--- config.mk ---
export PLATFORM = sky130hd
export DESIGN_NAME = voxel_ray_traversal
export DESIGN_NICKNAME = d
export VERILOG_FILES = /design/src/rtl/core/vrt_pkg.sv /design/src/rtl/core/voxel_ray_traversal.sv /design/src/rtl/core/vrt_ctrl.sv /design/src/rtl/core/vrt_datapath.sv
export SDC_FILE = /design/constraint.sdc
export NUM_CORES = 2
export LEC_CHECK = 0
export BUFFER_PORTS_ARGS = -buffer_cell sky130_fd_sc_hd__buf_4
export CORE_MARGIN = 1
export CORE_UTILIZATION = 45
export CTS_CLUSTER_DIAMETER = 50
export DETAILED_ROUTE_END_ITERATION = 10
export PLACE_DENSITY = 0.66
export SYNTH_ARGS = -nofsm -noshare
export SYNTH_HDL_FRONTEND = slang
export SYNTH_SLANG_ARGS = --single-unit
export TNS_END_PERCENT = 100
--- constraint.sdc ---
create_clock -name clk -period 17.11 [get_ports clk]
set_clock_uncertainty 0.1 [all_clocks]
set_input_delay 3.422 -clock clk [delete_from_list [all_inputs] [get_ports clk]]
set_output_delay 3.422 -clock clk [all_outputs]
set_load 0.1 [all_outputs]
--- src/rtl/core/vrt_pkg.sv ---
// Voxel ray traversal: shared types, codes and default sizes.
// Used by every module of the block; depends on nothing.
`default_nettype none

package vrt_pkg;

  localparam int FRAC_BITS_DEF  = 16;
  localparam int COORD_BITS_DEF = 16;
  localparam int STEP_BITS_DEF  = 16;

  localparam int SIDE_BITS  = 40;
  localparam int DELTA_BITS = 32;

  localparam logic OP_START  = 1'b0;
  localparam logic OP_ANSWER = 1'b1;

  // face code adds this when the last step went toward positive
  localparam logic [2:0] FACE_POS_OFS = 3'd3;
  localparam logic [1:0] AXIS_X       = 2'd0;
  localparam logic [1:0] AXIS_Y       = 2'd1;
  localparam logic [1:0] AXIS_Z       = 2'd2;

  typedef enum logic [1:0] {
    KIND_REQ = 2'd0,
    KIND_HIT = 2'd1,
    KIND_END = 2'd2
  } kind_t;

  typedef enum logic [2:0] {
    S_IDLE,
    S_LOAD,
    S_DIV,
    S_MUL,
    S_SIDE,
    S_EMIT
  } state_t;

  typedef struct packed {
    logic               opcode;
    logic signed [31:0] origin_x;
    logic signed [31:0] origin_y;
    logic signed [31:0] origin_z;
    logic signed [31:0] dir_x;
    logic signed [31:0] dir_y;
    logic signed [31:0] dir_z;
    logic [15:0]        step_limit;
    logic               voxel_present;
    logic               voxel_solid;
    logic [31:0]        voxel_word;
  } in_item_t;

  typedef struct packed {
    kind_t              kind;
    logic signed [15:0] cell_x;
    logic signed [15:0] cell_y;
    logic signed [15:0] cell_z;
    logic [2:0]         face;
    logic [31:0]        hit_word;
  } out_item_t;

  typedef struct packed {
    logic       capture;
    logic       div_load;
    logic       div_iter;
    logic       mul;
    logic       side_load;
    logic       finish;
    logic [1:0] axis;
  } cmd_t;

  typedef struct packed {
    logic div_done;
  } sts_t;

endpackage

`default_nettype wire

--- src/rtl/core/voxel_ray_traversal.sv ---
// Voxel ray traversal top level: 3D DDA walker over an external voxel store.
// Depends on vrt_pkg, vrt_ctrl and vrt_datapath.
//
// Usage: send a start request (opcode 0) with origin, direction (signed
// fixed point, FRAC_BITS fraction bits) and a step limit. The block answers
// with one result: kind 0 asks for the voxel at cell_x/y/z, kind 2 ends.
// Send an answer request (opcode 1) with present/solid/word for the asked
// voxel; each answer gives exactly one result: the next voxel request, a hit
// (kind 1, face and block word) or an end (kind 2).
// Sequence: an answer goes from idle straight to the emit state. A start
// first runs the one-bit-per-cycle reciprocal divider shared across the
// three axes (per axis: load, divide, one multiply and one side load), then
// the emit state loads the result once the output register is free.
// One request is worked on at a time; in_ready is high only while idle, so
// the next request waits until the last one has left the emit state.
// The result sits in an output register; the next request is taken while
// it waits, but its own result holds until out_ready frees the register.
// Reset (rst_n low, synchronous) empties the output and drops any ray.
`default_nettype none

module voxel_ray_traversal #(
  parameter int FRAC_BITS  = vrt_pkg::FRAC_BITS_DEF,
  parameter int COORD_BITS = vrt_pkg::COORD_BITS_DEF,
  parameter int STEP_BITS  = vrt_pkg::STEP_BITS_DEF
) (
  input  wire logic               clk,
  input  wire logic               rst_n,
  input  wire logic               in_valid,
  output logic                    in_ready,
  input  wire vrt_pkg::in_item_t  in_data,
  output logic                    out_valid,
  input  wire logic               out_ready,
  output vrt_pkg::out_item_t      out_data
);

  vrt_pkg::cmd_t cmd;
  vrt_pkg::sts_t sts;

  vrt_ctrl u_ctrl (
    .clk       (clk),
    .rst_n     (rst_n),
    .in_valid  (in_valid),
    .in_opcode (in_data.opcode),
    .in_ready  (in_ready),
    .out_valid (out_valid),
    .out_ready (out_ready),
    .cmd       (cmd),
    .sts       (sts)
  );

  vrt_datapath #(
    .FRAC_BITS  (FRAC_BITS),
    .COORD_BITS (COORD_BITS),
    .STEP_BITS  (STEP_BITS)
  ) u_dp (
    .clk      (clk),
    .rst_n    (rst_n),
    .in_data  (in_data),
    .cmd      (cmd),
    .sts      (sts),
    .out_data (out_data)
  );

endmodule

`default_nettype wire

--- src/rtl/core/vrt_ctrl.sv ---
// Voxel ray traversal controller: sequences setup, stepping and result hand-off.
// Depends on vrt_pkg; drives the datapath through vrt_pkg::cmd_t.
`default_nettype none

module vrt_ctrl (
  input  wire logic         clk,
  input  wire logic         rst_n,
  input  wire logic         in_valid,
  input  wire logic         in_opcode,
  output logic              in_ready,
  output logic              out_valid,
  input  wire logic         out_ready,
  output vrt_pkg::cmd_t     cmd,
  input  wire vrt_pkg::sts_t sts
);

  vrt_pkg::state_t state_r, state_nxt;
  logic [1:0]      axis_r, axis_nxt;
  logic            out_valid_r, out_valid_nxt;
  logic            slot_free;

  assign slot_free = !out_valid_r || out_ready;
  assign out_valid = out_valid_r;

  always_comb begin
    state_nxt     = state_r;
    axis_nxt      = axis_r;
    out_valid_nxt = out_valid_r && !out_ready;
    unique case (state_r)
      vrt_pkg::S_IDLE: begin
        if (in_valid) begin
          axis_nxt  = vrt_pkg::AXIS_X;
          state_nxt = (in_opcode == vrt_pkg::OP_START) ? vrt_pkg::S_LOAD : vrt_pkg::S_EMIT;
        end
      end
      vrt_pkg::S_LOAD: state_nxt = vrt_pkg::S_DIV;
      vrt_pkg::S_DIV: begin
        if (sts.div_done) state_nxt = vrt_pkg::S_MUL;
      end
      vrt_pkg::S_MUL: state_nxt = vrt_pkg::S_SIDE;
      vrt_pkg::S_SIDE: begin
        if (axis_r == vrt_pkg::AXIS_Z) begin
          state_nxt = vrt_pkg::S_EMIT;
        end else begin
          axis_nxt  = axis_r + 2'd1;
          state_nxt = vrt_pkg::S_LOAD;
        end
      end
      vrt_pkg::S_EMIT: begin
        if (slot_free) begin
          state_nxt     = vrt_pkg::S_IDLE;
          out_valid_nxt = 1'b1;
        end
      end
      default: state_nxt = vrt_pkg::S_IDLE;
    endcase
  end

  always_comb begin
    in_ready      = (state_r == vrt_pkg::S_IDLE);
    cmd           = '0;
    cmd.capture   = in_ready && in_valid;
    cmd.div_load  = (state_r == vrt_pkg::S_LOAD);
    cmd.div_iter  = (state_r == vrt_pkg::S_DIV) && !sts.div_done;
    cmd.mul       = (state_r == vrt_pkg::S_MUL);
    cmd.side_load = (state_r == vrt_pkg::S_SIDE);
    cmd.finish    = (state_r == vrt_pkg::S_EMIT) && slot_free;
    cmd.axis      = axis_r;
  end

  always_ff @(posedge clk) begin
    if (!rst_n) begin
      state_r     <= vrt_pkg::S_IDLE;
      axis_r      <= vrt_pkg::AXIS_X;
      out_valid_r <= 1'b0;
    end else begin
      state_r     <= state_nxt;
      axis_r      <= axis_nxt;
      out_valid_r <= out_valid_nxt;
    end
  end

endmodule

`default_nettype wire

--- src/rtl/core/vrt_datapath.sv ---
// Voxel ray traversal datapath: ray state, shared reciprocal divider,
// side-distance multiplier, step logic and output register. Depends on vrt_pkg.
`default_nettype none

module vrt_datapath #(
  parameter int FRAC_BITS  = vrt_pkg::FRAC_BITS_DEF,
  parameter int COORD_BITS = vrt_pkg::COORD_BITS_DEF,
  parameter int STEP_BITS  = vrt_pkg::STEP_BITS_DEF
) (
  input  wire logic               clk,
  input  wire logic               rst_n,
  input  wire vrt_pkg::in_item_t  in_data,
  input  wire vrt_pkg::cmd_t      cmd,
  output vrt_pkg::sts_t           sts,
  output vrt_pkg::out_item_t      out_data
);

  localparam int QW    = 2 * FRAC_BITS + 1;
  localparam int QX    = (QW > 32) ? QW : 33;
  localparam int CNT_W = $clog2(QW + 1);
  localparam int PW    = FRAC_BITS + 1 + vrt_pkg::DELTA_BITS;
  localparam int SW    = vrt_pkg::SIDE_BITS;

  vrt_pkg::in_item_t  item_r;
  vrt_pkg::out_item_t out_r, out_nxt;

  logic [31:0]      mag_r;
  logic [32:0]      rem_r;
  logic [QW-1:0]    quo_r;
  logic [CNT_W-1:0] cnt_r;
  logic [PW-1:0]    prod_r;

  logic signed [COORD_BITS-1:0] cell_r [3];
  logic signed [COORD_BITS-1:0] cell_nxt [3];
  logic                         neg_r [3];
  logic                         neg_nxt [3];
  logic [31:0]                  delta_r [3];
  logic [SW-1:0]                side_r [3];
  logic [SW-1:0]                side_nxt [3];
  logic [STEP_BITS-1:0]         taken_r, taken_nxt;
  logic [STEP_BITS-1:0]         allowed_r, allowed_nxt;
  logic [1:0]                   last_r, last_nxt;
  logic                         active_r, active_nxt;

  logic signed [31:0] org_a [3];
  logic signed [31:0] dir_a [3];
  logic [31:0]        dsel;
  logic [32:0]        rem_sh;
  logic               qbit;
  logic [QX-1:0]      qx;
  logic [31:0]        delta_w;
  logic [FRAC_BITS:0] dist_w;
  logic [1:0]         ax;
  logic [SW:0]        side_sum;
  logic [1:0]         la;

  assign org_a[0] = item_r.origin_x;
  assign org_a[1] = item_r.origin_y;
  assign org_a[2] = item_r.origin_z;
  assign dir_a[0] = item_r.dir_x;
  assign dir_a[1] = item_r.dir_y;
  assign dir_a[2] = item_r.dir_z;

  assign dsel   = dir_a[cmd.axis];
  assign rem_sh = {rem_r[31:0], (cnt_r == '0)};
  assign qbit   = (rem_sh >= {1'b0, mag_r});
  assign qx     = QX'(quo_r);
  assign delta_w = ((mag_r == '0) || (|qx[QX-1:32])) ? 32'hFFFF_FFFF : qx[31:0];
  assign dist_w = dir_a[cmd.axis][31]
                ? {1'b0, org_a[cmd.axis][FRAC_BITS-1:0]}
                : ((FRAC_BITS+1)'(1) << FRAC_BITS) - {1'b0, org_a[cmd.axis][FRAC_BITS-1:0]};

  assign sts.div_done = (cnt_r == CNT_W'(QW));
  assign out_data     = out_r;

  // result and state update for the held request
  always_comb begin
    for (int i = 0; i < 3; i++) begin
      cell_nxt[i] = cell_r[i];
      neg_nxt[i]  = neg_r[i];
      side_nxt[i] = side_r[i];
    end
    taken_nxt   = taken_r;
    allowed_nxt = allowed_r;
    last_nxt    = last_r;
    active_nxt  = active_r;
    out_nxt     = '0;
    out_nxt.kind = vrt_pkg::KIND_END;
    ax = (side_r[0] < side_r[1]) ? vrt_pkg::AXIS_X : vrt_pkg::AXIS_Y;
    if (side_r[2] < side_r[ax]) ax = vrt_pkg::AXIS_Z;
    side_sum = {1'b0, side_r[ax]} + (SW+1)'(delta_r[ax]);
    la = last_r;

    if (item_r.opcode == vrt_pkg::OP_START) begin
      for (int i = 0; i < 3; i++) begin
        cell_nxt[i] = COORD_BITS'(org_a[i] >>> FRAC_BITS);
        neg_nxt[i]  = dir_a[i][31];
      end
      taken_nxt   = '0;
      allowed_nxt = STEP_BITS'(item_r.step_limit);
      last_nxt    = vrt_pkg::AXIS_X;
      active_nxt  = (allowed_nxt != '0);
      if (active_nxt) begin
        out_nxt.kind   = vrt_pkg::KIND_REQ;
        out_nxt.cell_x = 16'(cell_nxt[0]);
        out_nxt.cell_y = 16'(cell_nxt[1]);
        out_nxt.cell_z = 16'(cell_nxt[2]);
      end
    end else if (active_r) begin
      if (!item_r.voxel_present) begin
        active_nxt = 1'b0;
      end else if (item_r.voxel_solid) begin
        active_nxt       = 1'b0;
        out_nxt.kind     = vrt_pkg::KIND_HIT;
        out_nxt.cell_x   = 16'(cell_r[0]);
        out_nxt.cell_y   = 16'(cell_r[1]);
        out_nxt.cell_z   = 16'(cell_r[2]);
        out_nxt.face     = {1'b0, la} + (neg_r[la] ? 3'd0 : vrt_pkg::FACE_POS_OFS);
        out_nxt.hit_word = item_r.voxel_word;
      end else begin
        if (neg_r[ax]) cell_nxt[ax] = cell_r[ax] - COORD_BITS'(1);
        else           cell_nxt[ax] = cell_r[ax] + COORD_BITS'(1);
        side_nxt[ax] = side_sum[SW] ? {SW{1'b1}} : side_sum[SW-1:0];
        last_nxt     = ax;
        taken_nxt    = taken_r + STEP_BITS'(1);
        if (taken_nxt < allowed_r) begin
          out_nxt.kind   = vrt_pkg::KIND_REQ;
          out_nxt.cell_x = 16'(cell_nxt[0]);
          out_nxt.cell_y = 16'(cell_nxt[1]);
          out_nxt.cell_z = 16'(cell_nxt[2]);
        end else begin
          active_nxt = 1'b0;
        end
      end
    end
  end

  always_ff @(posedge clk) begin
    if (cmd.capture) item_r <= in_data;
    if (cmd.div_load) begin
      mag_r <= dsel[31] ? (~dsel + 32'd1) : dsel;
      rem_r <= '0;
      quo_r <= '0;
    end else if (cmd.div_iter) begin
      rem_r <= qbit ? (rem_sh - {1'b0, mag_r}) : rem_sh;
      quo_r <= {quo_r[QW-2:0], qbit};
    end
    if (cmd.mul) prod_r <= dist_w * delta_w;
    if (cmd.side_load) begin
      delta_r[cmd.axis] <= delta_w;
      side_r[cmd.axis]  <= SW'(prod_r >> FRAC_BITS);
    end
    if (cmd.finish) begin
      out_r <= out_nxt;
      for (int i = 0; i < 3; i++) begin
        cell_r[i] <= cell_nxt[i];
        neg_r[i]  <= neg_nxt[i];
        side_r[i] <= side_nxt[i];
      end
    end
  end

  always_ff @(posedge clk) begin
    if (!rst_n) begin
      cnt_r     <= '0;
      taken_r   <= '0;
      allowed_r <= '0;
      last_r    <= vrt_pkg::AXIS_X;
      active_r  <= 1'b0;
    end else begin
      if (cmd.div_load)      cnt_r <= '0;
      else if (cmd.div_iter) cnt_r <= cnt_r + CNT_W'(1);
      if (cmd.finish) begin
        taken_r   <= taken_nxt;
        allowed_r <= allowed_nxt;
        last_r    <= last_nxt;
        active_r  <= active_nxt;
      end
    end
  end

endmodule

`default_nettype wire

==> reports/qor.txt <==
outcome: complete, no violations
# setup viols final: 0
Die Width: 351.1 µm
Die Ht: 351.1 µm
final std cells w/o fill: 7432
Worst Hold Slack: 0.3479 ns
Worst path max stage delay: 0.72 ns
Synth Area per Inst: 9.920 µm²
Ys Warns: 0
LEAKAGE: 25.85 nW
RSZ-0062 raised after global routing: no
CTS tree: built
layout cells sized above 1: 0.1081
Tightest Pin Transition: 1.152 ns
post-cts resize count: 0
largest net degree at the start of global routing: 144
Clock Latency Late Sink: 0.72 ns
Clock Tree Root: clkbuf_16
reg2reg setup slack: 6.26 ns
Max Slew Vio Count: 0
Worst setup SP type: register
Num CTS Buffers: 96
syn nets: 6514
minimum clock period: 10.85 ns
Post-CTS Setup Inserts: 0
Reg clk slew, reported paths: 0.06 ns
crit path DAT: 11.22 ns
WHS Path Cells: 2
Max IR drop VDD: 76.81 µV
# port buffers: 333
final hold violation count: 0
post-synthesis sequential area ratio: 0.4031
die area: 0.1232 mm²
Synth top cells by count: 834 x nand2_1, 660 x edfxtp_1, 625 x inv_1, 514 x nor2_1, 450 x fa_1
most frequent cell after synthesis: nand2_1
Cell Area, Synth: 0.05483 mm²
Slew Limit Headroom: 0.2321
Final ANT Viol Nets: 0
CP dominant cell by count: a21oi_1
vias in the first global route: 41570
worst hold path type: register to register
Cell variety after synth: 83
PwrDens: 88.10 mW/mm²
CP Capture Type: register
r2r startpoint: u_dp.side_r[0][29]
critical path class: register to register
first-pass GRT wire length: 226700 µm
Cells after DPL: 7258
CP max FO: 135
gr usage total: 0.2336
H-tree Lvls: 3
hold path endpoint: u_dp.quo_r[32]
Layout area overhead: 13.59%
Achievable Freq: 92.21 MHz
Total Routed Length: 143000 µm
dpl hpwl: 102800 µm
TNS Setup: 0 ns
vias per inst: 5.503
Critical-path top delay cell: a2111o_1
Nets: 6731
Worst EP required: 17.49 ns
DRT iter0 DRCs: 3342
fillers: 10780
top-area cell type share of the netlist area: 0.3615
Synth Flop Type: edfxtp_1
per-cell routed wire length: 19.24 µm
DR vias: 40900
share of flip-flops with an asynchronous set or reset: 0
std cell rows: 127
Yosys reg bits: 774
R2R cell count: 33
Area contributors post-synth: edfxtp_1 36%, fa_1 16%, ha_1 6.6%
I/O pin total: 334
total power: 0.005487 W
number of max-cap violations: 0
cells after synthesis: 5527
CTS sink cnt: 774
cell taking the most area after synthesis: edfxtp_1
CTS Hold Bufs: 0
Initial Util: 0.4558
placer congestion estimate: 0.9294
Core Util, Final: 0.5178
number of enable flip-flop cells after synthesis: 660
CORE AREA: 0.1203 mm²
# diodes: 0
maximum buffer depth of the clock tree: 3
initial antenna violation count: 2
period utilisation layout: 0.6338
DRC: 0
reg-to-reg endpoint: u_dp.side_r[0][38]
detailed-router iteration count before antenna repair: 8
total grt overflow: 0
Hold Path Origin: u_dp.quo_r[32]
==> cell type report <==
| cell class | count | area [µm²] | area share |
|---|---|---|---|
| Clock buffer | 112 | 2494 | 0.04004 |
| Timing Repair Buffer | 396 | 2998 | 0.04814 |
| Clock inverter | 62 | 754.5 | 0.01211 |
| Multi-Input combinational cell | 3850 | 29560 | 0.4746 |
| Inverter | 626 | 2352 | 0.03777 |
| Sequential cell | 774 | 22110 | 0.3550 |
| Tap cell | 1612 | 2017 | 0.03239 |
==> cells in the final DEF (no fill, tap or decap), types with 33 or more instances in the layout <==
| cell type | count |
|---|---|
| inv_1 | 622 |
| o21ai_0 | 278 |
| a21oi_1 | 346 |
| nand2_1 | 833 |
| fa_1 | 450 |
| clkbuf_16 | 97 |
| nor2_1 | 510 |
| nand2b_1 | 41 |
| and2_1 | 41 |
| ha_1 | 290 |
| xor2_1 | 78 |
| edfxtp_1 | 660 |
| and3_1 | 70 |
| a31oi_1 | 66 |
| nor2b_1 | 45 |
| nand4_1 | 35 |
| a211oi_1 | 33 |
| xnor2_1 | 101 |
| nor3_1 | 71 |
| nand3_1 | 56 |
| buf_4 | 394 |
| a21o_1 | 60 |
| dfxtp_1 | 112 |
| mux2i_1 | 82 |
==> cell families after synthesis <==
| logic type | synth area share |
|---|---|
| AO/OA/AOI/OAI | 0.1120 |
| XOR/XNOR | 0.03083 |
| adder cells (fa/ha/maj) | 0.2305 |
| buffers and inverters | 0.06255 |
| flip-flops | 0.4031 |
| multiplexers | 0.01855 |
| AND/OR/NAND/NOR | 0.1424 |
==> registers in the layout, summed over array words and instances (netlist names), named ones only <==
name,flops
u_dp.cnt_r,6
u_dp.out_data,85
u_ctrl.state_r,3
u_dp.rem_r,32
u_dp.taken_r,16
u_dp.dir_a,96
u_dp.cell_r,48
u_ctrl.axis_r,2
u_dp.prod_r,33
u_dp.quo_r,33
u_dp.la,2
u_dp.delta_r,96
u_dp.item_r,147
u_ctrl.out_valid,1
u_dp.neg_r,3
u_dp.active_r,1
u_dp.mag_r,32
u_dp.side_r,120
u_dp.allowed_r,16
==> critical path: cells and delay by family, from the launching register on <==
kind                       cells  cell delay (ns)
adders and majority gates      4             1.10
AOI/OAI and AO/OA             18             4.57
buffers and inverters          2             1.09
and+or+nand+nor                9             3.15
DFF                            1             0.40
==> per-stage QoR <==
stage	instance area (µm²)	setup slack, ns
floorplan	54830	7.034
global placement	59030	6.334
detailed placement	59030	6.234
CTS	62280	6.185
global route	62280	5.596
finish	62280	6.265
==> how the worst max path moves through the flow <==
stage	from	end	slack, ns	depth (start not counted)
after global placement	u_ctrl.axis_r[1]	u_dp.prod_r[46]	6.33	35
after floorplan	out_ready	u_dp.side_r[0][0]	7.03	5
after global routing	u_ctrl.axis_r[1]	u_dp.prod_r[46]	5.60	35
final	u_dp.side_r[0][29]	u_dp.side_r[0][38]	6.26	33
after detailed placement	u_ctrl.axis_r[1]	u_dp.prod_r[46]	6.23	36
after CTS	u_ctrl.axis_r[1]	u_dp.prod_r[46]	6.18	36
==> where the power goes <==
group	leakage (nW)	total [W]	switching [W]	internal (W)
Clock	1.57	0.00206	0.000844	0.00122
Sequential	7.19	0.00227	0.0000737	0.00219
Combinational	17.1	0.00116	0.000746	0.000414
Total	25.9	0.00549	0.00166	0.00382
==> layer usage <==
| metal | global-route usage | up-vias | part of all wire |
|---|---|---|---|
| li1 | - | 19110 | - |
| met1 | 0.3166 | 19980 | 0.44 |
| met2 | 0.3811 | 1561 | 0.46 |
| met3 | 0.04294 | 251 | 0.071 |
| met4 | 0.06853 | 2 | 0.026 |
| met5 | 0 | - | 0.000091 |
Note: power is estimated with default switching activity, not from simulation.
